## src/rtl/pixel_color_matrix_transform_unit_assert.svh

```systemverilog
// Assertion macros for the color matrix top level.
`ifndef PIXEL_COLOR_MATRIX_TRANSFORM_UNIT_ASSERT_SVH
`define PIXEL_COLOR_MATRIX_TRANSFORM_UNIT_ASSERT_SVH

// Same-cycle implication, disabled during reset.
`define PCMT_ASSERT_IMPLY(label, clk, rst, ante, cons) \
   label: assert property (@(posedge clk) disable iff (rst) (ante) |-> (cons)) \
      else $error("%m: same-cycle check failed");

// Next-cycle implication, disabled during reset.
`define PCMT_ASSERT_NEXT(label, clk, rst, ante, cons) \
   label: assert property (@(posedge clk) disable iff (rst) (ante) |=> (cons)) \
      else $error("%m: next-cycle check failed");

`endif

```

## src/rtl/pcmt_pkg.sv

```systemverilog
`default_nettype none
package pcmt_pkg;

   localparam int PIXEL_FRAC_BITS = 12;
   localparam int COEF_FRAC_BITS  = 14;

   // field widths
   localparam int CH_BITS   = PIXEL_FRAC_BITS + 1;   // unsigned Q1.12, 0 .. just under 2.0
   localparam int COEF_BITS = COEF_FRAC_BITS + 2;    // signed Q2.f
   localparam int OFS_BITS  = PIXEL_FRAC_BITS + 2;   // signed offset
   localparam int NUM_CH    = 3;

   // packed register widths
   localparam int CENTRE_BITS   = NUM_CH * CH_BITS;
   localparam int COEF_ROW_BITS = NUM_CH * COEF_BITS;
   localparam int OFFSET_BITS   = NUM_CH * OFS_BITS;

   // datapath widths
   localparam int DIFF_BITS    = CH_BITS + 1;
   localparam int PRODUCT_BITS = COEF_BITS + DIFF_BITS;
   localparam int SUM_BITS     = PRODUCT_BITS + 2;
   localparam int SHIFT_BITS   = SUM_BITS - COEF_FRAC_BITS;
   localparam int RESULT_BITS  = SHIFT_BITS + 1;

   // stream payload
   localparam int PIXEL_BITS = NUM_CH * CH_BITS;
   localparam int TDATA_BITS = ((PIXEL_BITS + 7) / 8) * 8;

   // CSR map: 64-bit registers at 8-byte spacing
   localparam int NUM_REGS       = 5;
   localparam int CSR_DATA_BITS  = 64;
   localparam int CSR_ADDR_BITS  = $clog2(8 * NUM_REGS);
   localparam int CSR_INDEX_BITS = CSR_ADDR_BITS - 3;

   localparam logic [CSR_INDEX_BITS-1:0] REG_CENTRE = CSR_INDEX_BITS'(0);
   localparam logic [CSR_INDEX_BITS-1:0] REG_ROW0   = CSR_INDEX_BITS'(1);
   localparam logic [CSR_INDEX_BITS-1:0] REG_ROW1   = CSR_INDEX_BITS'(2);
   localparam logic [CSR_INDEX_BITS-1:0] REG_ROW2   = CSR_INDEX_BITS'(3);
   localparam logic [CSR_INDEX_BITS-1:0] REG_OFFSET = CSR_INDEX_BITS'(4);

   localparam logic [COEF_BITS-1:0] COEF_ONE = COEF_BITS'(1 << COEF_FRAC_BITS);
   localparam logic [CH_BITS-1:0]   PIXEL_TOP = CH_BITS'(1 << PIXEL_FRAC_BITS);

   typedef logic [CH_BITS-1:0] pixel_ch_type;
   typedef logic signed [DIFF_BITS-1:0] diff_type;

   // configuration seen by the datapath
   typedef struct packed {
      logic [CENTRE_BITS-1:0]               centre;
      logic [NUM_CH-1:0][COEF_ROW_BITS-1:0] rows;
      logic [OFFSET_BITS-1:0]               offset;
   } cfg_type;

endpackage
`default_nettype wire

```

## src/rtl/pcmt_row.sv

```systemverilog
`default_nettype none
// One output channel: dot product, round, offset, saturate.
module pcmt_row (
   input  wire logic [pcmt_pkg::COEF_ROW_BITS-1:0]             coef_row,
   input  wire pcmt_pkg::diff_type [pcmt_pkg::NUM_CH-1:0]      diff,
   input  wire logic [pcmt_pkg::OFS_BITS-1:0]                  offset,
   output pcmt_pkg::pixel_ch_type                              result
);

   localparam logic signed [pcmt_pkg::SUM_BITS-1:0] HALF_LSB =
      pcmt_pkg::SUM_BITS'(1 << (pcmt_pkg::COEF_FRAC_BITS - 1));

   logic signed [pcmt_pkg::PRODUCT_BITS-1:0] prod [pcmt_pkg::NUM_CH];
   logic signed [pcmt_pkg::SUM_BITS-1:0]     sum;
   logic signed [pcmt_pkg::SUM_BITS-1:0]     biased;
   logic signed [pcmt_pkg::SHIFT_BITS-1:0]   shifted;
   logic signed [pcmt_pkg::OFS_BITS-1:0]     offset_s;
   logic signed [pcmt_pkg::RESULT_BITS-1:0]  value;

   always_comb begin
      for (int c = 0; c < pcmt_pkg::NUM_CH; c++) begin
         prod[c] = pcmt_pkg::PRODUCT_BITS'(
                      signed'(coef_row[c*pcmt_pkg::COEF_BITS +: pcmt_pkg::COEF_BITS]))
                   * pcmt_pkg::PRODUCT_BITS'(diff[c]);
      end
   end

   assign sum = pcmt_pkg::SUM_BITS'(prod[0]) + pcmt_pkg::SUM_BITS'(prod[1])
              + pcmt_pkg::SUM_BITS'(prod[2]);

   // round half up: floor((s + half) / 2^f)
   assign biased   = sum + HALF_LSB;
   assign shifted  = signed'(biased[pcmt_pkg::SUM_BITS-1:pcmt_pkg::COEF_FRAC_BITS]);
   assign offset_s = signed'(offset);
   assign value    = pcmt_pkg::RESULT_BITS'(shifted) + pcmt_pkg::RESULT_BITS'(offset_s);

   always_comb begin
      if (value < 0) begin
         result = '0;
      end else if (value > signed'(pcmt_pkg::RESULT_BITS'(pcmt_pkg::PIXEL_TOP))) begin
         result = pcmt_pkg::PIXEL_TOP;
      end else begin
         result = value[pcmt_pkg::CH_BITS-1:0];
      end
   end

endmodule
`default_nettype wire

```

## config.mk

```make
export PLATFORM = sky130hd
export DESIGN_NAME = pcmt_row
export DESIGN_NICKNAME = d
export VERILOG_FILES = /design/src/rtl/pixel_color_matrix_transform_unit_assert.svh /design/src/rtl/pcmt_pkg.sv /design/src/rtl/pcmt_row.sv
export SDC_FILE = /design/constraint.sdc
export NUM_CORES = 2
export LEC_CHECK = 0
export BUFFER_PORTS_ARGS = -buffer_cell sky130_fd_sc_hd__buf_4
export CORE_AREA = 5 5 306 308
export DETAILED_ROUTE_END_ITERATION = 16
export DIE_AREA = 0 0 311 313
export PLACE_DENSITY = 0.41
export SYNTH_ARGS = -nofsm -noshare
export SYNTH_HDL_FRONTEND = slang
export SYNTH_SLANG_ARGS = --single-unit
```

## constraint.sdc

```tcl
create_clock -name vclk -period 44.8
set_input_delay 8.96 -clock vclk [all_inputs]
set_output_delay 8.96 -clock vclk [all_outputs]
set_load 0.03 [all_outputs]
```

# Yosys cells after proc, flatten, opt, wreduce, memory -nomap -nowiden
# Cells that the tools add are included.
word_totals:
  register_bits: 0
  latch_bits: 0
  ram_bits: 0
  rom_bits: 0
  inputBits: 104
  output_inout_bits: 13
  mem_count: 0
op_classes:
  addsub: 4
  n_mul: 3
  n_div: 0
  order_cmp: 2
  eq_ne: 0
  n_shift: 0
  muxes: 2
  bitwise: 0
  reduce_logical: 0
op_table:
  columns: ["op", "n"]
  rows:
  - ["16-bit by 14-bit multiplier with 30-bit output", 3]
  - ["31-bit by 30-bit adder with 32-bit output", 1]
  - ["32-bit by 15-bit adder with 32-bit output, second input constant", 1]
  - ["30-bit by 30-bit adder with 31-bit output", 1]
  - ["13-bit 2-to-1 mux", 2]
  - ["18-bit by 14-bit adder with 19-bit output", 1]
  - ["19-bit by 14-bit greater-than comparator with 1-bit output, second input constant", 1]
  - ["19-bit by 1-bit less-than comparator with 1-bit output, second input constant", 1]

# Longest topological paths before layout
depth:
  word_depth: 8
  ltp_mapped: 35
  mapped_depth_nobuf: 33

# Worst setup path after synthesis
# No wires, ideal clock.
synth_path:
  path_type: "input to output"
  from: "in diff[14] (netlist name)"
  to: "out result[1]"
  t_arrival_ns: 18.079
  slack_ns: 17.761
  stages: 29
  path_buffers: 1
  path_cell_list: "and2_1 -> inv_1 -> fa_1 -> fa_1 -> inv_1 -> fa_1 -> fa_1 -> fa_1 -> fa_1 -> fa_1 -> fa_1 -> inv_1 -> fa_1 -> inv_1 -> ha_1 -> a21o_1 -> a21oi_1 -> o21ai_0 -> a41oi_1 -> xnor2_1 -> ha_1 -> buf_6 -> a211o_1 -> or2_4 -> o211a_4 -> o311a_4 -> nor4b_4 -> o211ai_4 -> nor3_1"
synth_between:
  elab_chain_len: 8
  word_cells_on_any_way: 9
synth_lines:
  columns: ["element", "line_no", "text"]
  rows:
  - ["start, declared", "pcmt_row.sv:5", "input wire pcmt_pkg::diff_type [pcmt_pkg::NUM_CH-1:0] diff,"]
  - ["16-bit by 14-bit multiplier with 30-bit output *", "pcmt_row.sv:24", "* pcmt_pkg::PRODUCT_BITS'(diff[c]);"]
  - ["30-bit by 30-bit adder with 31-bit output *", "pcmt_row.sv:28", "assign sum = pcmt_pkg::SUM_BITS'(prod[0]) + pcmt_pkg::SUM_BITS'(prod[1])"]
  - ["31-bit by 30-bit adder with 32-bit output *", "pcmt_row.sv:29", "+ pcmt_pkg::SUM_BITS'(prod[2]);"]
  - ["32-bit by 15-bit adder with 32-bit output *", "pcmt_row.sv:32", "assign biased = sum + HALF_LSB;"]
  - ["18-bit by 14-bit adder with 19-bit output *", "pcmt_row.sv:35", "assign value = pcmt_pkg::RESULT_BITS'(shifted) + pcmt_pkg::RESULT_BITS'(offset_s);"]
  - ["19-bit by 14-bit greater-than comparator with 1-bit output", "pcmt_row.sv:40", "end else if (value > signed'(pcmt_pkg::RESULT_BITS'(pcmt_pkg::PIXEL_TOP))) begin"]
  - ["13-bit 2-to-1 mux", "pcmt_row.sv:40", null]
  - ["13-bit 2-to-1 mux *", "pcmt_row.sv:38", "if (value < 0) begin"]
  - ["end, declared", "pcmt_row.sv:7", "output pcmt_pkg::pixel_ch_type result"]
# Every way passes the cells marked *; elsewhere a longest branch is shown, timed or not.

# Worst setup path after layout
layout_path:
  from: "in diff[14] (netlist name)"
  to: "out result[2]"
# The elaborated chain is that of the path after synthesis.

==> summary.txt <==
Layout
  • Number of flip-flops and latches: 0
  • Number of fill cells in the layout: about 9700
  • Area Overhead vs Synth: 7.49%
  • Most common cell after layout, fill and taps aside: fa_1
  • Net total in the final layout: 3883
  • Commonest cells after routing, fill and taps aside: fa_1, inv_1, and2_1
  • Clkbuf count: 0
  • Sequential Area: 0 um^2
  • Share of post-route cells with drive strength above 1: 0.0494

Worst hold path
  • Hold Path Depth: 4
  • Launch point of the worst hold path: offset[0]
  • Worst min-delay path class: in -> out
  • Hold Path End: result[0]

Timing
  • Shortest clock period the worst path allows after layout: about 28000 ps
  • # setup viols final: 0
  • Worst slew slack as a fraction of its limit: 0.320
  • Highest clock frequency the design can meet: approximately 0.035 GHz
  • Summed negative setup slack over all endpoints: 0 ps
  • Final Max Tran Viols: 0
  • Final critical-path share of the clock period: 0.631
  • Worst-Margin Slew: between 1000 and 1500 ps
  • Endpoints failing hold: 0
  • Unrepaired setup endpoints after global routing: no

Critical path
  • Worst path required time: 35840 ps
  • Crit path max fanout: 16
  • Slowest stage delay, CP: roughly 850 ps
  • Signal arrival time at the worst endpoint: 19320 ps
  • Standard cell with the maximum stage delay on the critical path: o311ai_0
  • Startpoint kind of the worst setup timing path: input pin
  • Critical path capture point type: output port
  • Crit-path most repeated cell: fa_1
  • Worst setup path category: in -> out

Synth
  • Fraction of synthesized area in multiplexers: 0.000373
  • Syn Area/Cell: around 9.7 um^2
  • Parity-gate share of the synthesized area counting xor and xnor cells: 0.0150
  • Synth Warn #: 0
  • Netlist area before placement: roughly 27000 um^2
  • Seq/Total Area, Yosys: 0
  • Main combinational cell family by area after synthesis: adder cells
  • Number of instances in the synthesized netlist: around 2800
  • Count of distinct cell types in the synthesized netlist: between 60 and 70
  • Fraction of the mapped netlist area in compound gates: 0.0296
  • Post-synthesis share of cell area spent on and, or, nand and nor gates: 0.154
  • Adder and majority gate portion of the synthesized area: 0.681
  • Synthesized netlist net count: approximately 3900

Place
  • Count of input and output buffers: approximately 120
  • Placer congestion estimate: around 0.8
  • Placed wire-length estimate after detailed placement: ~66000 um

Routing
  • Routed length per placed instance: approximately 18 um
  • Final wirelength: 72300 um
  • Number of detailed-route iterations in the first pass: 5
  • Routed vias: between 15000 and 20000
  • Per-cell via count in the routed design: between 4 and 5
  • Number of DRC violations after detailed routing: 0
  • Drt first-iter violations: ~670
  • Post-DRT Antenna Nets: 0

Clocking
  • Buffers inserted by post-CTS timing repair: 0
  • Post-CTS Hold Fix Bufs: 0
  • Cells resized by post-CTS repair: 0

GRT
  • Number of global-route vias before repair: between 20000 and 25000
  • Number of antenna violations at the first check in global routing: 4
  • First-pass GRT wire length: 120000 um
  • Total gr overflow: 0
  • Maximum number of pins on one net before global-route repair: 18
  • GRT Util Overall: 0.155

Floorplan
  • Core area: roughly 91000 um^2
  • Row count: between 100 and 150
  • Effective utilization at floorplan: 0.295
  • Area of the die: a little under 100000 um^2
  • Die height: between 300 and 400 um
  • Die extent in x: 311 um
  • Num ports: 117

Outcome
  • Result of the run: completed

Flow run
  • Max-capacitance violation count: 0
-- final cells by class --
| class | count | area, um^2 | share of cell area |
|---|---|---|---|
| inverters | 762 | 2860 | 0.0992 |
| multi-input cells | 1916 | 23600 | 0.818 |
| well taps | 1186 | 1480 | 0.0515 |
| diodes | 4 | 10.0 | 0.000347 |
| repair buffers | 118 | 886 | 0.0307 |
-- cells in the mapped netlist, drive strengths merged, types with 4 or more instances --
cell | instances | area (um^2)
and3 | 7 | 43.8
and2 | 362 | 2260
nor2b | 17 | 106
a211oi | 6 | 45.0
xnor2 | 36 | 315
nand2b | 24 | 150
nand3 | 6 | 30.0
clkbuf | 87 | 327
o21ai | 17 | 85.1
o21a | 11 | 82.6
and4 | 5 | 45.0
o211ai | 5 | 51.3
xor2 | 9 | 86.3
nand4 | 4 | 25.0
inv | 762 | 2860
a21o | 11 | 82.6
fa | 797 | 16000
a21oi | 25 | 125
nor2 | 37 | 139
buf | 7 | 45.0
nor3 | 23 | 125
o21bai | 4 | 30.0
or2 | 4 | 27.5
nand2 | 277 | 1040
a31oi | 4 | 25.0
ha | 184 | 2300
-- layer usage --
| layer | up-vias | global-route usage | wire [um] |
|---|---|---|---|
| li1 | 7954 | - | - |
| met1 | 9675 | 0.193 | 28500 |
| met2 | 209 | 0.308 | 41600 |
| met3 | 40 | 0.00648 | 1370 |
| met4 | 0 | 0.0155 | 844 |
| met5 | - | 0 | 0 |
-- worst max-delay path, delay by kind of cell --
kind | cells | cell delay [ps]
fa+ha+maj | 11 | 5380
simple gates | 3 | 1060
xor+xnor | 1 | 240
buf+inv | 6 | 860
compound gates | 9 | 2790
-- stage by stage --
stage,area [um^2],util,cells,worst slack [ps],hold WS [ps]
5_1_grt,28800,0.317,3984,15820,18510
2_1_floorplan,26800,-,2772,17760,18290
3_3_place_gp,28800,0.317,3982,16720,18450
3_5_place_dp,28800,0.317,3982,16430,18460
4_1_cts,28800,0.317,3982,16390,18470
6_report,28800,0.317,3986,16520,18460
-- how the worst max path moves through the flow --
stage / from / to / slack, ps / depth (start not counted)
4_1_cts: diff[14] / result[2] / 16390 / 30
2_1_floorplan: diff[14] / result[1] / 17760 / 29
3_3_place_gp: diff[14] / result[1] / 16720 / 30
3_5_place_dp: diff[14] / result[2] / 16430 / 30
6_report: diff[14] / result[2] / 16520 / 30
5_1_grt: diff[14] / result[2] / 15820 / 30
-- cells by family after synthesis --
family	after synthesis
compound gates	109
xor+xnor	45
fa+ha+maj	981
buf+inv	856
mux	1
simple gates	780
Power is left out: the tool's default activity adds up to more than one toggle a clock period on the data nets, which glitch-free logic cannot reach.
