<file path="src/rtl/pixel_color_matrix_transform_unit_assert.svh">
// Assertion macros for the color matrix top level.
`ifndef PIXEL_COLOR_MATRIX_TRANSFORM_UNIT_ASSERT_SVH
`define PIXEL_COLOR_MATRIX_TRANSFORM_UNIT_ASSERT_SVH

// Same-cycle implication, disabled during reset.
`define PCMT_ASSERT_IMPLY(label, clk, rst, ante, cons) \
   label: assert property (@(posedge clk) disable iff (rst) (ante) |-> (cons)) \
      else $error("%m: same-cycle check failed");

// Next-cycle implication, disabled during reset.
`define PCMT_ASSERT_NEXT(label, clk, rst, ante, cons) \
   label: assert property (@(posedge clk) disable iff (rst) (ante) |=> (cons)) \
      else $error("%m: next-cycle check failed");

`endif

</file>
<file path="src/rtl/pcmt_pkg.sv">
`default_nettype none
package pcmt_pkg;

   localparam int PIXEL_FRAC_BITS = 12;
   localparam int COEF_FRAC_BITS  = 14;

   // field widths
   localparam int CH_BITS   = PIXEL_FRAC_BITS + 1;   // unsigned Q1.12, 0 .. just under 2.0
   localparam int COEF_BITS = COEF_FRAC_BITS + 2;    // signed Q2.f
   localparam int OFS_BITS  = PIXEL_FRAC_BITS + 2;   // signed offset
   localparam int NUM_CH    = 3;

   // packed register widths
   localparam int CENTRE_BITS   = NUM_CH * CH_BITS;
   localparam int COEF_ROW_BITS = NUM_CH * COEF_BITS;
   localparam int OFFSET_BITS   = NUM_CH * OFS_BITS;

   // datapath widths
   localparam int DIFF_BITS    = CH_BITS + 1;
   localparam int PRODUCT_BITS = COEF_BITS + DIFF_BITS;
   localparam int SUM_BITS     = PRODUCT_BITS + 2;
   localparam int SHIFT_BITS   = SUM_BITS - COEF_FRAC_BITS;
   localparam int RESULT_BITS  = SHIFT_BITS + 1;

   // stream payload
   localparam int PIXEL_BITS = NUM_CH * CH_BITS;
   localparam int TDATA_BITS = ((PIXEL_BITS + 7) / 8) * 8;

   // CSR map: 64-bit registers at 8-byte spacing
   localparam int NUM_REGS       = 5;
   localparam int CSR_DATA_BITS  = 64;
   localparam int CSR_ADDR_BITS  = $clog2(8 * NUM_REGS);
   localparam int CSR_INDEX_BITS = CSR_ADDR_BITS - 3;

   localparam logic [CSR_INDEX_BITS-1:0] REG_CENTRE = CSR_INDEX_BITS'(0);
   localparam logic [CSR_INDEX_BITS-1:0] REG_ROW0   = CSR_INDEX_BITS'(1);
   localparam logic [CSR_INDEX_BITS-1:0] REG_ROW1   = CSR_INDEX_BITS'(2);
   localparam logic [CSR_INDEX_BITS-1:0] REG_ROW2   = CSR_INDEX_BITS'(3);
   localparam logic [CSR_INDEX_BITS-1:0] REG_OFFSET = CSR_INDEX_BITS'(4);

   localparam logic [COEF_BITS-1:0] COEF_ONE = COEF_BITS'(1 << COEF_FRAC_BITS);
   localparam logic [CH_BITS-1:0]   PIXEL_TOP = CH_BITS'(1 << PIXEL_FRAC_BITS);

   typedef logic [CH_BITS-1:0] pixel_ch_type;
   typedef logic signed [DIFF_BITS-1:0] diff_type;

   // configuration seen by the datapath
   typedef struct packed {
      logic [CENTRE_BITS-1:0]               centre;
      logic [NUM_CH-1:0][COEF_ROW_BITS-1:0] rows;
      logic [OFFSET_BITS-1:0]               offset;
   } cfg_type;

endpackage
`default_nettype wire

</file>
<file path="src/rtl/pcmt_csr.sv">
`default_nettype none
module pcmt_csr (
   input  wire logic                                  clock,
   input  wire logic                                  reset,
   input  wire logic                                  csr_psel,
   input  wire logic                                  csr_penable,
   input  wire logic                                  csr_pwrite,
   input  wire logic [pcmt_pkg::CSR_ADDR_BITS-1:0]    csr_paddr,
   input  wire logic [pcmt_pkg::CSR_DATA_BITS-1:0]    csr_pwdata,
   output logic      [pcmt_pkg::CSR_DATA_BITS-1:0]    csr_prdata,
   output logic                                       csr_pready,
   output pcmt_pkg::cfg_type                          cfg
);

   logic [pcmt_pkg::CENTRE_BITS-1:0]   centre_ff, centre_in;
   logic [pcmt_pkg::COEF_ROW_BITS-1:0] row0_ff, row0_in;
   logic [pcmt_pkg::COEF_ROW_BITS-1:0] row1_ff, row1_in;
   logic [pcmt_pkg::COEF_ROW_BITS-1:0] row2_ff, row2_in;
   logic [pcmt_pkg::OFFSET_BITS-1:0]   offset_ff, offset_in;
   logic [pcmt_pkg::CSR_INDEX_BITS-1:0] index;
   logic                                write_en;

   assign csr_pready = 1'b1;
   assign index      = csr_paddr[pcmt_pkg::CSR_ADDR_BITS-1:3];
   assign write_en   = csr_psel && csr_penable && csr_pwrite && csr_pready;

   always_comb begin
      centre_in = centre_ff;
      row0_in   = row0_ff;
      row1_in   = row1_ff;
      row2_in   = row2_ff;
      offset_in = offset_ff;
      if (write_en) begin
         case (index)
            pcmt_pkg::REG_CENTRE: begin
               centre_in = csr_pwdata[pcmt_pkg::CENTRE_BITS-1:0];
            end
            pcmt_pkg::REG_ROW0: begin
               row0_in = csr_pwdata[pcmt_pkg::COEF_ROW_BITS-1:0];
            end
            pcmt_pkg::REG_ROW1: begin
               row1_in = csr_pwdata[pcmt_pkg::COEF_ROW_BITS-1:0];
            end
            pcmt_pkg::REG_ROW2: begin
               row2_in = csr_pwdata[pcmt_pkg::COEF_ROW_BITS-1:0];
            end
            pcmt_pkg::REG_OFFSET: begin
               offset_in = csr_pwdata[pcmt_pkg::OFFSET_BITS-1:0];
            end
            default: begin
               // unmapped: write dropped
            end
         endcase
      end
   end

   always_ff @(posedge clock) begin
      if (reset) begin
         centre_ff <= '0;
         // identity matrix
         row0_ff   <= pcmt_pkg::COEF_ROW_BITS'(pcmt_pkg::COEF_ONE);
         row1_ff   <= pcmt_pkg::COEF_ROW_BITS'(pcmt_pkg::COEF_ONE) << pcmt_pkg::COEF_BITS;
         row2_ff   <= pcmt_pkg::COEF_ROW_BITS'(pcmt_pkg::COEF_ONE)
                      << (2 * pcmt_pkg::COEF_BITS);
         offset_ff <= '0;
      end else begin
         centre_ff <= centre_in;
         row0_ff   <= row0_in;
         row1_ff   <= row1_in;
         row2_ff   <= row2_in;
         offset_ff <= offset_in;
      end
   end

   always_comb begin
      case (index)
         pcmt_pkg::REG_CENTRE: csr_prdata = pcmt_pkg::CSR_DATA_BITS'(centre_ff);
         pcmt_pkg::REG_ROW0:   csr_prdata = pcmt_pkg::CSR_DATA_BITS'(row0_ff);
         pcmt_pkg::REG_ROW1:   csr_prdata = pcmt_pkg::CSR_DATA_BITS'(row1_ff);
         pcmt_pkg::REG_ROW2:   csr_prdata = pcmt_pkg::CSR_DATA_BITS'(row2_ff);
         pcmt_pkg::REG_OFFSET: csr_prdata = pcmt_pkg::CSR_DATA_BITS'(offset_ff);
         default:              csr_prdata = '0;
      endcase
   end

   assign cfg.centre  = centre_ff;
   assign cfg.rows[0] = row0_ff;
   assign cfg.rows[1] = row1_ff;
   assign cfg.rows[2] = row2_ff;
   assign cfg.offset  = offset_ff;

endmodule
`default_nettype wire

</file>
<file path="config.mk">
export PLATFORM = sky130hd
export DESIGN_NAME = pcmt_csr
export DESIGN_NICKNAME = d
export VERILOG_FILES = /design/src/rtl/pixel_color_matrix_transform_unit_assert.svh /design/src/rtl/pcmt_pkg.sv /design/src/rtl/pcmt_csr.sv
export SDC_FILE = /design/constraint.sdc
export NUM_CORES = 1
export LEC_CHECK = 0
export BUFFER_PORTS_ARGS = -buffer_cell sky130_fd_sc_hd__buf_2
export CAP_MARGIN = 20
export CORE_MARGIN = 4
export CORE_UTILIZATION = 45
export DETAILED_ROUTE_END_ITERATION = 6
export PLACE_DENSITY = 0.83
export SLEW_MARGIN = 20
export SYNTH_ARGS = -nofsm -noshare
export SYNTH_HDL_FRONTEND = slang
export SYNTH_SLANG_ARGS = --single-unit
</file>
<file path="constraint.sdc">
create_clock -name clock -period 1.62 [get_ports clock]
set_clock_uncertainty 0.15 [all_clocks]
set_input_delay 0.324 -clock clock [delete_from_list [all_inputs] [get_ports clock]]
set_output_delay 0.324 -clock clock [all_outputs]
set_load 0.1 [all_outputs]
</file>
---- Word level (Yosys, flattened, before mapping) ----
Index checks and enable logic that the tools add are counted.
Widths: inputs -> output; s select.
cells by class
  reductions and logical operators ........ 8
  multiplexer cells ....................... 1
  equality and inequality tests ........... 4
operator list
  cell                number
  $pmux 48 s5         1
  $reduce_and 2->1    5
  $eq 3x2->1 const B  2
  $eq 3x1->1 const B  1
  $eq 3x3->1 const B  1
  $logic_not 3->1     1
  $logic_and 1x1->1   2
storage, ports and cells
  input bits .............................. 75
  output and inout port bits .............. 290
  register bits ........................... 225
  word-level logic and storage cells ...... 18

---- Logic depth before layout (Yosys ltp) ----
Gate-level depths: netlist of the first run.
  depth in word-level cells ............... 3
  depth in mapped cells ................... 7
  gate-level depth less buffers ........... 3

---- Least setup slack after synthesis of the first run ----
Ideal clock, no wire load.
  path kind ............................... reg2out
  start ................................... register row2_ff[0] (netlist bit)
  end ..................................... output port csr_prdata[0] (netlist bit)
  data required time ...................... 1.146 ns
  arrival ................................. 2.837 ns
  stages on the path, launching flop included .. 4
  setup slack ............................. -1.691 ns
  cells stage by stage .................... dfxtp_1 -> mux2_2 -> a22oi_1 -> o22ai_1
between the ends
  word-level cells in the longest chain between the ends .. 1
ends and longest elaborated chain
  item                    line            source
  from (decl)             pcmt_csr.sv:18  logic [pcmt_pkg::COEF_ROW_BITS-1:0] row2_ff, row2_in;
  from (signal assigned)  pcmt_csr.sv:63  row2_ff <= pcmt_pkg::COEF_ROW_BITS'(pcmt_pkg::COEF_ONE)
  from (signal assigned)  pcmt_csr.sv:70  row2_ff <= row2_in;
  $pmux 48 s5             pcmt_csr.sv:76  case (index)
  to (decl)               pcmt_csr.sv:10  output logic [pcmt_pkg::CSR_DATA_BITS-1:0] csr_prdata,
Every way passes these cells.

---- Final worst setup path of the first run ----
  start ................................... register row1_ff[45] (netlist bit)
  end ..................................... output port csr_prdata[45] (netlist bit)
between the ends
  word-level cells in the longest chain between the ends .. 1
ends and longest elaborated chain
  item                    line            source
  from (decl)             pcmt_csr.sv:17  logic [pcmt_pkg::COEF_ROW_BITS-1:0] row1_ff, row1_in;
  from (signal assigned)  pcmt_csr.sv:62  row1_ff <= pcmt_pkg::COEF_ROW_BITS'(pcmt_pkg::COEF_ONE) << pcmt_pkg::COEF_BITS;
  from (signal assigned)  pcmt_csr.sv:69  row1_ff <= row1_in;
  $pmux 48 s5             pcmt_csr.sv:76
Every way passes these cells.

==> summary.txt, run 1 <==
Run status -> finished, violations left
Failing checks -> negative setup slack
Initial Util -> 46.4%
Buffers on Ports -> 328
Slew HR -> 60.2%
Fraction of layout cells with a size suffix above 1 -> 63.5%
FF-to-FF setup slack -> 0.49 ns
CTS root buf -> clkbuf_16
Yosys top cell by area -> dfxtp_1
Peak supply drop -> 0.633 mV
Setup Crit Path Kind -> reg2out
Worst Hold End -> row2_ff[8]
FF/Latch Area -> 0.00504 mm2
Arr. time, crit path -> 1.77 ns
Tot GR Track Use -> 35.0%
Grt ovf -> 0
DRC errors left -> 0
Mapped Cells -> 1,036
DR vias -> 11.0k
1st-iter DRT viols -> 972
RSZ-0062 raised after global routing -> yes
FF-to-FF End -> row1_ff[46]
Synth top area share -> 42.3%
Largest net degree at the start of global routing -> 48
Antenna-violating nets left -> 0
Hold Crit Class -> in2reg
Maximum fanout along the worst path -> 3
Worst Tran Pin Value -> 0.597 ns
MaxCap Viol Count -> 0
Hold path depth -> 3
Number of antenna violations at the first check in global routing -> 4
Rows -> 55
Synth Warn # -> 0
Area growth from synthesis to layout -> 88.1%
Crit Reg-Reg Startpoint -> row1_ff[46]
First-pass GRT wire length -> 71.6 mm
Vias in the first global route -> 11.5k
IO Pins -> 365
DIE AREA -> 0.0262 mm2
Hold path start -> csr_pwdata[8]
Mapped cell area -> 0.0106 mm2
CTS sink cnt -> 225
H-tree lvl count -> 1
Worst-Skew Late Latency -> 0.52 ns
Post-route worst setup slack -> -0.624 ns
Die X -> 162 um
Achievable frequency -> 446 MHz
Via density -> 6.02
Top cells by area, synth -> dfxtp_1 42%, mux2i_1 22%, nand2b_1 16%, a22oi_1 6.0%, mux2_2 4.7%
DR WL/cell -> 29.5 um
Longest Clk Path Bufs -> 3
Max-slew violations -> 0
Multi-input logic area -> 0.00683 mm2
Gpl congestion -> 0.897
#FFs+latches synth -> 225
Minimum clock period -> 2.24 ns
CTS clock-pin slew for the worst setup and hold paths -> 0.07 ns
FF-to-FF path depth -> 4
Lkg Pwr -> 8.60 nW
Die H -> 162 um
PwrDens -> 660 mW/mm2
# fillers -> 853
Yosys cell types -> 24
Hold_ws -> 0.0452 ns
Inserted Clock Buffers -> 25
Post-DP HPWL -> 26.3 mm
Crit path capture type -> primary output
Final wirelength -> 53.6 mm
Drt pass-1 iters -> 5
Core area -> 0.0229 mm2
Setup-failing EPs final -> 90
Req. time, crit path -> 1.15 ns
Total power -> 13.2 mW
Tcrit/Tclk final -> 139%
NumNets Final -> 1,559
Hold Violations, Final -> 0
CTS tree -> done
Avg Cell Area, Syn -> 10.3 um2
Register area share after synthesis -> 42.3%
Setup crit start kind -> flip-flop
## worst max path at each step
| stage | from | to | slack, ns |
|---|---|---|---|
| floorplan | csr_paddr[3] | csr_prdata[2] | -0.42 |
| global placement | csr_paddr[3] | csr_prdata[31] | -0.53 |
| detailed placement | csr_paddr[3] | csr_prdata[12] | -0.57 |
| CTS | row2_ff[13] | csr_prdata[13] | -0.49 |
| global route | row1_ff[45] | csr_prdata[45] | -0.64 |
| finish | row1_ff[45] | csr_prdata[45] | -0.62 |
## area by class of cell
class / count / share of cell area, %
Tap cell: 313 / 1.96
Multi-Input combinational cell: 717 / 34.1
Clock inverter: 6 / 0.156
Clock buffer: 40 / 3.92
Antenna cell: 2 / 0.0250
Sequential cell: 225 / 25.2
Timing Repair Buffer: 514 / 34.6
Inverter: 1 / 0.0188
## state kept, by name (all words and copies together) (netlist names)
name / flops
row1_ff: 48
offset_ff: 42
centre_ff: 39
row0_ff: 48
row2_ff: 48
## routing by layer
layer / vias up / global-route usage [%] / wire length, um
met4: 4 / 19.6 / 4010
met2: 809 / 64.1 / 27200
met5: - / 0 / 34
li1: 4482 / - / -
met3: 303 / 7.13 / 4440
met1: 5354 / 37.6 / 17800
## cell usage after synthesis
| cell | instances |
|---|---|
| nand2b_1 | 271 |
| mux2i_1 | 229 |
| dfxtp_1 | 225 |
| a22oi_1 | 85 |
| clkbuf_1 | 51 |
| mux2_2 | 44 |
| o22ai_1 | 42 |
| buf_4 | 25 |
| buf_2 | 20 |
| nor2_1 | 12 |
| buf_6 | 8 |
| buf_1 | 4 |
| nand3_1 | 3 |
| nor2b_1 | 3 |
| and2_1 | 2 |
| conb_1 | 2 |
| nand3b_1 | 2 |
| o21a_1 | 2 |
| and3_1 | 1 |
| and4b_1 | 1 |
| inv_1 | 1 |
| nand2_1 | 1 |
| nand2_2 | 1 |
| nor2_2 | 1 |
## metrics by stage
| step | std cells | worst slack (ns) | area [um2] | TNS (ns) | util, % |
|---|---|---|---|---|---|
| after global routing | 1818 | -0.636 | 20000 | -26.26 | 87.3 |
| after global placement | 1699 | -0.527 | 15600 | -75.22 | 68.2 |
| after CTS | 1772 | -0.486 | 19000 | -21.98 | 82.9 |
| final | 1818 | -0.624 | 20000 | -23.17 | 87.3 |
| after floorplan | 1051 | -0.423 | 12200 | -18.72 | - |
| after detailed placement | 1699 | -0.566 | 15600 | -80.51 | 68.2 |
## layout by cell type (no fill, tap or decap), types with 3 or more instances in the layout
| master | n |
|---|---|
| dfxtp_4 | 100 |
| a22oi_2 | 82 |
| mux2i_4 | 3 |
| mux2_4 | 27 |
| nor2_1 | 6 |
| clkbuf_8 | 6 |
| buf_8 | 54 |
| dlygate4sd3_1 | 8 |
| clkbuf_1 | 7 |
| nor2_4 | 7 |
| mux2i_1 | 226 |
| buf_12 | 173 |
| clkinv_2 | 3 |
| a22oi_1 | 3 |
| mux2_2 | 17 |
| buf_2 | 51 |
| dfxtp_2 | 125 |
| clkbuf_16 | 28 |
| buf_6 | 145 |
| nand2b_1 | 270 |
| buf_4 | 80 |
| conb_1 | 17 |
| o22ai_4 | 42 |
## power breakdown
part / switching [mW] / internal (mW) / leakage [nW]
Combinational: 1.28 / 0.701 / 6.24
Sequential: 0.0584 / 5.42 / 1.96
Clock: 2.43 / 3.32 / 0.404
## worst max-delay path: stages (launching register included)
cell,delay [ns]
dfxtp_4,0.36
mux2_2,0.31
a22oi_2,0.30
nor2_4,0.09
buf_12,0.18
## cell families after synthesis
logic type / after synthesis / synth area share (%)
AOI/OAI and AO/OA: 129 / 8.61
buffers and inverters: 109 / 5.53
DFF: 225 / 42.3
muxes: 273 / 26.2
other: 2 / 0.0706
and+or+nand+nor: 298 / 17.2
## timing repair
| item | 4_1_cts | 5_1_grt |
|---|---|---|
| hold buffers | 8 | 0 |
| cloned | 2 | 1 |
| buffers inserted | 17 | 68 |
| pin swaps | 17 | 27 |
| resized for setup | 645 | 195 |
| setup endpoints to repair | 266 | 174 |
| hold endpoints to repair | 16 | 0 |
Note: power is estimated with default switching activity, not from simulation.
==> inputs of run 2 (changes only) <==
CAP_MARGIN = 5   (was 20)
MAX_ROUTING_LAYER = met4   (was not set)
==> run 2 against run 1 <==
The flow still finishes with violations (negative setup slack). Final cell count barely moved. Combinational power is essentially flat. Fmax rose by 1.9%. Power is 0.15% higher. Sequential power barely moved. Critical path type unchanged. Largest cell class unchanged. Highest routed layer is now met4.
==> summary.txt, run 2 (synthesis gave the netlist of run 1 again) <==
Crit path capture type -> primary output (unchanged)
Final instance area -> 0.0200 mm2 (about the same)
Rows -> 55 (unchanged)
Crit Reg-Reg Startpoint -> row1_ff[46] (unchanged)
IO Pins -> 365 (unchanged)
Most frequent cells in the layout -> 270 x nand2b_1, 226 x mux2i_1, 173 x buf_12, 145 x buf_6, 125 x dfxtp_2 (unchanged)
Lkg Pwr -> 8.60 nW (about the same)
Worst Tran Pin Value -> 0.604 ns (was 0.597 ns)
Post-route worst setup slack -> -0.583 ns (was -0.624 ns)
CTS clock-pin slew for the worst setup and hold paths -> 0.06 ns (was 0.07 ns)
Max-slew violations -> 0 (unchanged)
Inserted Clock Buffers -> 25 (unchanged)
Post-place setup slack -> -0.566 ns (unchanged)
Drt pass-1 iters -> 5 (unchanged)
FF-to-FF setup slack -> 0.48 ns (was 0.49 ns)
Setup Crit Path Kind -> reg2out (unchanged)
Tot GR Track Use -> 36.0% (was 35.0%)
DR vias -> 11.0k (about the same)
NumNets Final -> 1,560 (was 1,559)
Via density -> 6.04 (was 6.02)
DR WL/cell -> 29.6 um (was 29.5 um)
FF/Latch Area -> 0.00504 mm2 (unchanged)
CP max stage delay -> 0.35 ns (was 0.36 ns)
Arr. time, crit path -> 1.73 ns (was 1.77 ns)
MaxCap Viol Count -> 0 (unchanged)
Largest net degree at the start of global routing -> 48 (unchanged)
Buffers on Ports -> 328 (unchanged)
PwrDens -> 661 mW/mm2 (was 660 mW/mm2)
Die H -> 162 um (unchanged)
Minimum clock period -> 2.20 ns (was 2.24 ns)
Crit-path cells -> mux2_4 > a22oi_2 > o22ai_4 > buf_12 (was mux2_2 > a22oi_2 > nor2_4 > buf_12)
Total power -> 13.2 mW (about the same)
RSZ-0062 raised after global routing -> yes (unchanged)
1st-iter DRT viols -> 961 (was 972)
Peak supply drop -> 0.546 mV (was 0.633 mV)
CTS sink cnt -> 225 (unchanged)
Die X -> 162 um (unchanged)
Core area -> 0.0229 mm2 (unchanged)
Hold path depth -> 3 (unchanged)
Multi-input logic area -> 0.00683 mm2 (unchanged)
Hold_ws -> 0.0214 ns (was 0.0452 ns)
Run status -> finished, violations left (unchanged)
Fraction of layout cells with a size suffix above 1 -> 63.5% (about the same)
Post-DP HPWL -> 26.3 mm (unchanged)
Area growth from synthesis to layout -> 88.2% (was 88.1%)
Final wirelength -> 53.8 mm (was 53.6 mm)
Largest registers -> row0_ff (48), row1_ff (48), row2_ff (48) (unchanged)
Failing checks -> negative setup slack (unchanged)
Grt ovf -> 0 (unchanged)
DRC errors left -> 0 (unchanged)
CTS tree -> done (unchanged)
Area after DPL -> 0.0156 mm2 (unchanged)
Non-filler cells, final -> 1,819 (was 1,818)
Setup crit start kind -> flip-flop (unchanged)
H-tree lvl count -> 1 (unchanged)
Critical Path Start -> row1_ff[4] (was row1_ff[45])
CP max stage cell -> dfxtp_4 (unchanged)
First-pass GRT wire length -> 71.5 mm (was 71.6 mm)
Hold Crit Class -> in2reg (unchanged)
Worst Hold End -> offset_ff[26] (was row2_ff[8])
Maximum fanout along the worst path -> 2 (was 3)
Setup-failing EPs final -> 106 (was 90)
Vias in the first global route -> 11.5k (about the same)
Hold Violations, Final -> 0 (unchanged)
FF-to-FF End -> row1_ff[46] (unchanged)
Hold path start -> csr_pwdata[26] (was csr_pwdata[8])
Most common cell after layout, fill and taps aside -> nand2b_1 (unchanged)
# fillers -> 842 (was 853)
DIE AREA -> 0.0262 mm2 (unchanged)
Tcrit/Tclk final -> 136% (was 139%)
FF-to-FF path depth -> 4 (unchanged)
Initial Util -> 46.4% (unchanged)
Longest Clk Path Bufs -> 3 (unchanged)
Top Family by Delay on Critical Path -> compound AO/OA/AOI/OAI gates (was flip-flops)
Slew HR -> 59.7% (was 60.2%)
Placed insts -> 1,699 (unchanged)
Number of antenna violations at the first check in global routing -> 2 (was 4)
CP bufs+invs -> 1 (unchanged)
Achievable frequency -> 454 MHz (was 446 MHz)
CTS root buf -> clkbuf_16 (unchanged)
Worst-Skew Late Latency -> 0.53 ns (was 0.52 ns)
Req. time, crit path -> 1.15 ns (about the same)
Gpl congestion -> 0.913 (was 0.897)
Antenna-violating nets left -> 0 (unchanged)
[run 2: cell types whose count changed in the layout (fill, tap and decap cells not counted), sizes merged]
| cell | change |
|---|---|
| buf | +1 |
[run 2: through the flow]
step                      setup TNS [ns]  util [%]
after floorplan                   -18.72         -
after global placement            -75.22      68.2
after detailed placement          -80.51      68.2
after CTS                         -21.98      82.9
after global routing              -26.72      87.3
final                             -23.46      87.3
[run 2: report_power, final]
part / internal (mW) / switching, mW
logic: 0.704 / 1.28
registers: 5.42 / 0.0587
clock network: 3.31 / 2.44
[run 2: what timing repair did]
item / 4_1_cts / 5_1_grt
pin swaps: 17 / 27
cloned: 2 / 1
endpoints found under the setup margin: 266 / 173
endpoints found under the hold margin: 16 / 0
setup buffers: 17 / 69
gates resized for setup: 645 / 195
hold buffers: 8 / 0
[run 2: worst max path at each step]
stage | endpoint | slack, ns | depth (start not counted)
after floorplan | csr_prdata[2] | -0.42 | 6
after global placement | csr_prdata[31] | -0.53 | 6
after detailed placement | csr_prdata[12] | -0.57 | 6
after CTS | csr_prdata[13] | -0.49 | 4
after global routing | csr_prdata[4] | -0.62 | 4
final | csr_prdata[4] | -0.58 | 4
[run 2: layer usage]
metal / wire (um) / up-vias / global-route usage, %
met5: 0 / - / -
met4: 3960 / 0 / 20.2
met3: 4110 / 290 / 7.21
met2: 27400 / 795 / 63.7
met1: 18300 / 5399 / 37.6
li1: - / 4505 / -
[run 2: layout make-up]
cell class                 count  area share [%]
inverter                       1          0.0188
clock buffer                  40            3.92
multi-input combinational    717            34.1
sequential                   225            25.2
clock inverter                 6           0.156
timing repair buffer         515            34.6
tap                          313            1.96
antenna                        2          0.0250
[run 2: worst register-to-register path, stage by stage (launching register included)]
cell and delay, ns:
dfxtp_4 0.35, buf_6 0.12, buf_4 0.14, nand2b_1 0.12
mux2i_1 0.11
==> inputs of run 3 (changes only) <==
CELL_PAD_IN_SITES_DETAIL_PLACEMENT = 1   (was not set)
CELL_PAD_IN_SITES_GLOBAL_PLACEMENT = 1   (was not set)
CORE_UTILIZATION = 34   (was 45)
==> run 3 against run 2 <==
The run still ends with negative setup slack left. Worst setup slack worse by 0.026 ns. Power is 3.0% higher. Clock power is 6.6% higher. Fmax is 1.1% lower. Count of clock-buffer cells in the layout is 5 lower. Global-route usage is 4.0 points lower. Routed wire length is 13% higher. Largest power group unchanged. Highest routed layer unchanged.
==> summary.txt, run 3 (synthesis gave the netlist of run 1 again) <==
Run status -> finished, violations left (unchanged)
Failing checks -> negative setup slack (unchanged)
CTS clock-pin slew for the worst setup and hold paths -> 0.07 ns (was 0.06 ns)
First-pass GRT wire length -> 80.8 mm (was 71.5 mm)
Achievable frequency -> 449 MHz (was 454 MHz)
Critical Path Start -> row1_ff[37] (was row1_ff[4])
Post-DP HPWL -> 30.7 mm (was 26.3 mm)
Critical path endpoint -> csr_prdata[37] (was csr_prdata[4])
Peak supply drop -> 0.711 mV (was 0.546 mV)
Multi-input logic area -> 0.00684 mm2 (was 0.00683 mm2)
Die X -> 185 um (was 162 um)
Final wirelength -> 60.9 mm (was 53.8 mm)
Antenna-violating nets left -> 0 (unchanged)
Hold path start -> csr_pwdata[7] (was csr_pwdata[26])
Arr. time, crit path -> 1.75 ns (was 1.73 ns)
Crit path capture type -> primary output (unchanged)
IO Pins -> 365 (unchanged)
Hold Violations, Final -> 0 (unchanged)
Most common cell after layout, fill and taps aside -> nand2b_1 (unchanged)
PwrDens -> 657 mW/mm2 (was 661 mW/mm2)
FF-to-FF path depth -> 4 (unchanged)
Setup crit start kind -> flip-flop (unchanged)
Grt ovf -> 0 (unchanged)
Post-route worst setup slack -> -0.609 ns (was -0.583 ns)
Die H -> 185 um (was 162 um)
DIE AREA -> 0.0342 mm2 (was 0.0262 mm2)
# fillers -> 2,770 (was 842)
Via density -> 5.64 (was 6.04)
Non-filler cells, final -> 1,909 (was 1,819)
Initial Util -> 34.6% (was 46.4%)
FF-to-FF setup slack -> 0.46 ns (was 0.48 ns)
Placed insts -> 1,797 (was 1,699)
Hold Crit Class -> in2reg (unchanged)
Number of antenna violations at the first check in global routing -> 4 (was 2)
Buffers on Ports -> 328 (unchanged)
FF/Latch Area -> 0.00510 mm2 (was 0.00504 mm2)
Hold_ws -> 0.0407 ns (was 0.0214 ns)
Area growth from synthesis to layout -> 94.9% (was 88.2%)
Minimum clock period -> 2.23 ns (was 2.20 ns)
Vias in the first global route -> 12.2k (was 11.5k)
Largest registers -> row0_ff (48), row1_ff (48), row2_ff (48) (unchanged)
CTS root buf -> clkbuf_16 (unchanged)
Lkg Pwr -> 8.75 nW (was 8.60 nW)
H-tree lvl count -> 1 (unchanged)
DR WL/cell -> 31.9 um (was 29.6 um)
Crit Reg-Reg Startpoint -> row2_ff[4] (was row1_ff[46])
FF-to-FF End -> row2_ff[4] (was row1_ff[46])
Tcrit/Tclk final -> 138% (was 136%)
Req. time, crit path -> 1.15 ns (about the same)
Gpl congestion -> 0.838 (was 0.913)
Worst-Skew Late Latency -> 0.53 ns (about the same)
Core area -> 0.0307 mm2 (was 0.0229 mm2)
DRC errors left -> 0 (unchanged)
CTS sink cnt -> 225 (unchanged)
Maximum fanout along the worst path -> 3 (was 2)
RSZ-0062 raised after global routing -> yes (unchanged)
Most frequent cells in the layout -> 271 x nand2b_1, 229 x buf_12, 226 x mux2i_1, 125 x dfxtp_4, 100 x dfxtp_2 (was 270 x nand2b_1, 226 x mux2i_1, 173 x buf_12, 145 x buf_6, 125 x dfxtp_2)
Inserted Clock Buffers -> 26 (was 25)
1st-iter DRT viols -> 684 (was 961)
CTS tree -> done (unchanged)
Rows -> 64 (was 55)
Drt pass-1 iters -> 5 (unchanged)
Max-slew violations -> 0 (unchanged)
Longest Clk Path Bufs -> 3 (unchanged)
DR vias -> 10.8k (was 11.0k)
Setup-failing EPs final -> 85 (was 106)
NumNets Final -> 1,564 (was 1,560)
Tot GR Track Use -> 32.0% (was 36.0%)
Fraction of layout cells with a size suffix above 1 -> 63.6% (was 63.5%)
Largest net degree at the start of global routing -> 46 (was 48)
MaxCap Viol Count -> 0 (unchanged)
Setup Crit Path Kind -> reg2out (unchanged)
## run 3: cell count changes in the layout (fill, tap and decap cells not counted), sizes merged
cell	before	now
buf	505	509
bufbuf	1	0
bufinv	0	2
clkbuf	41	35
clkinv	5	10
clkinvlp	0	1
diode	2	4
dlygate4sd3	8	9
inv	2	1
## run 3: metrics by stage
step           cell area, um2  setup WS (ns)  util, %  total power, mW  setup TNS [ns]
2_1_floorplan           12200         -0.423        -             6.80          -18.72
3_3_place_gp            15900         -0.543     51.8             7.26          -75.64
3_5_place_dp            15900         -0.562     51.8             7.29          -83.78
4_1_cts                 19700         -0.521     63.9             13.5          -23.64
5_1_grt                 20700         -0.652     67.4             14.0          -28.28
6_report                20700         -0.609     67.4             13.6          -24.21
## run 3: final cells by class
class	instances	share of cell area, %
Timing Repair Buffer	518	35.8
Tap cell	396	2.39
Clock buffer	35	3.60
Sequential cell	225	24.6
Clock inverter	13	0.549
Inverter	1	0.0181
Antenna cell	4	0.0483
Multi-Input combinational cell	717	33.0
## run 3: what timing repair did
| item | 4_1_cts | 5_1_grt |
|---|---|---|
| endpoints found under the hold margin | 19 | 0 |
| hold buffers | 9 | 0 |
| setup buffers | 20 | 61 |
| setup endpoints to repair | 266 | 220 |
| pin swaps | 29 | 35 |
| cloned | 5 | 0 |
| resized for setup | 711 | 248 |
## run 3: metal layers
| layer | GRT usage, % | vias to the layer above | share of wire, % |
|---|---|---|---|
| li1 | - | 4522 | - |
| met1 | 33.6 | 5447 | 35 |
| met2 | 58.3 | 576 | 53 |
| met3 | 6.28 | 221 | 5.7 |
| met4 | 13.9 | 0 | 6.0 |
| met5 | - | - | 0 |
## run 3: worst max-delay path: stages (launching register included)
cell and delay (ns):
dfxtp_4 0.37, mux2_4 0.28, a22oi_2 0.24, o22ai_4 0.12
buf_12 0.19
## run 3: report_power, final
part | leakage [nW] | internal [mW] | total (mW) | switching (mW)
Combinational | 6.37 | 0.717 | 2.04 | 1.33
Sequential | 1.96 | 5.38 | 5.45 | 0.0639
Clock | 0.427 | 3.54 | 6.14 | 2.60
Total | 8.75 | 9.63 | 13.6 | 3.99
## run 3: how the worst min path moves through the flow
stage	endpoint	slack (ns)	cells after the start
final	offset_ff[7]	0.04	3
after global routing	row2_ff[45]	0.04	3
after CTS	row2_ff[33]	0.007	3
after detailed placement	row2_ff[39]	0.32	2
after global placement	row0_ff[41]	0.31	2
after floorplan	row1_ff[30]	0.33	2
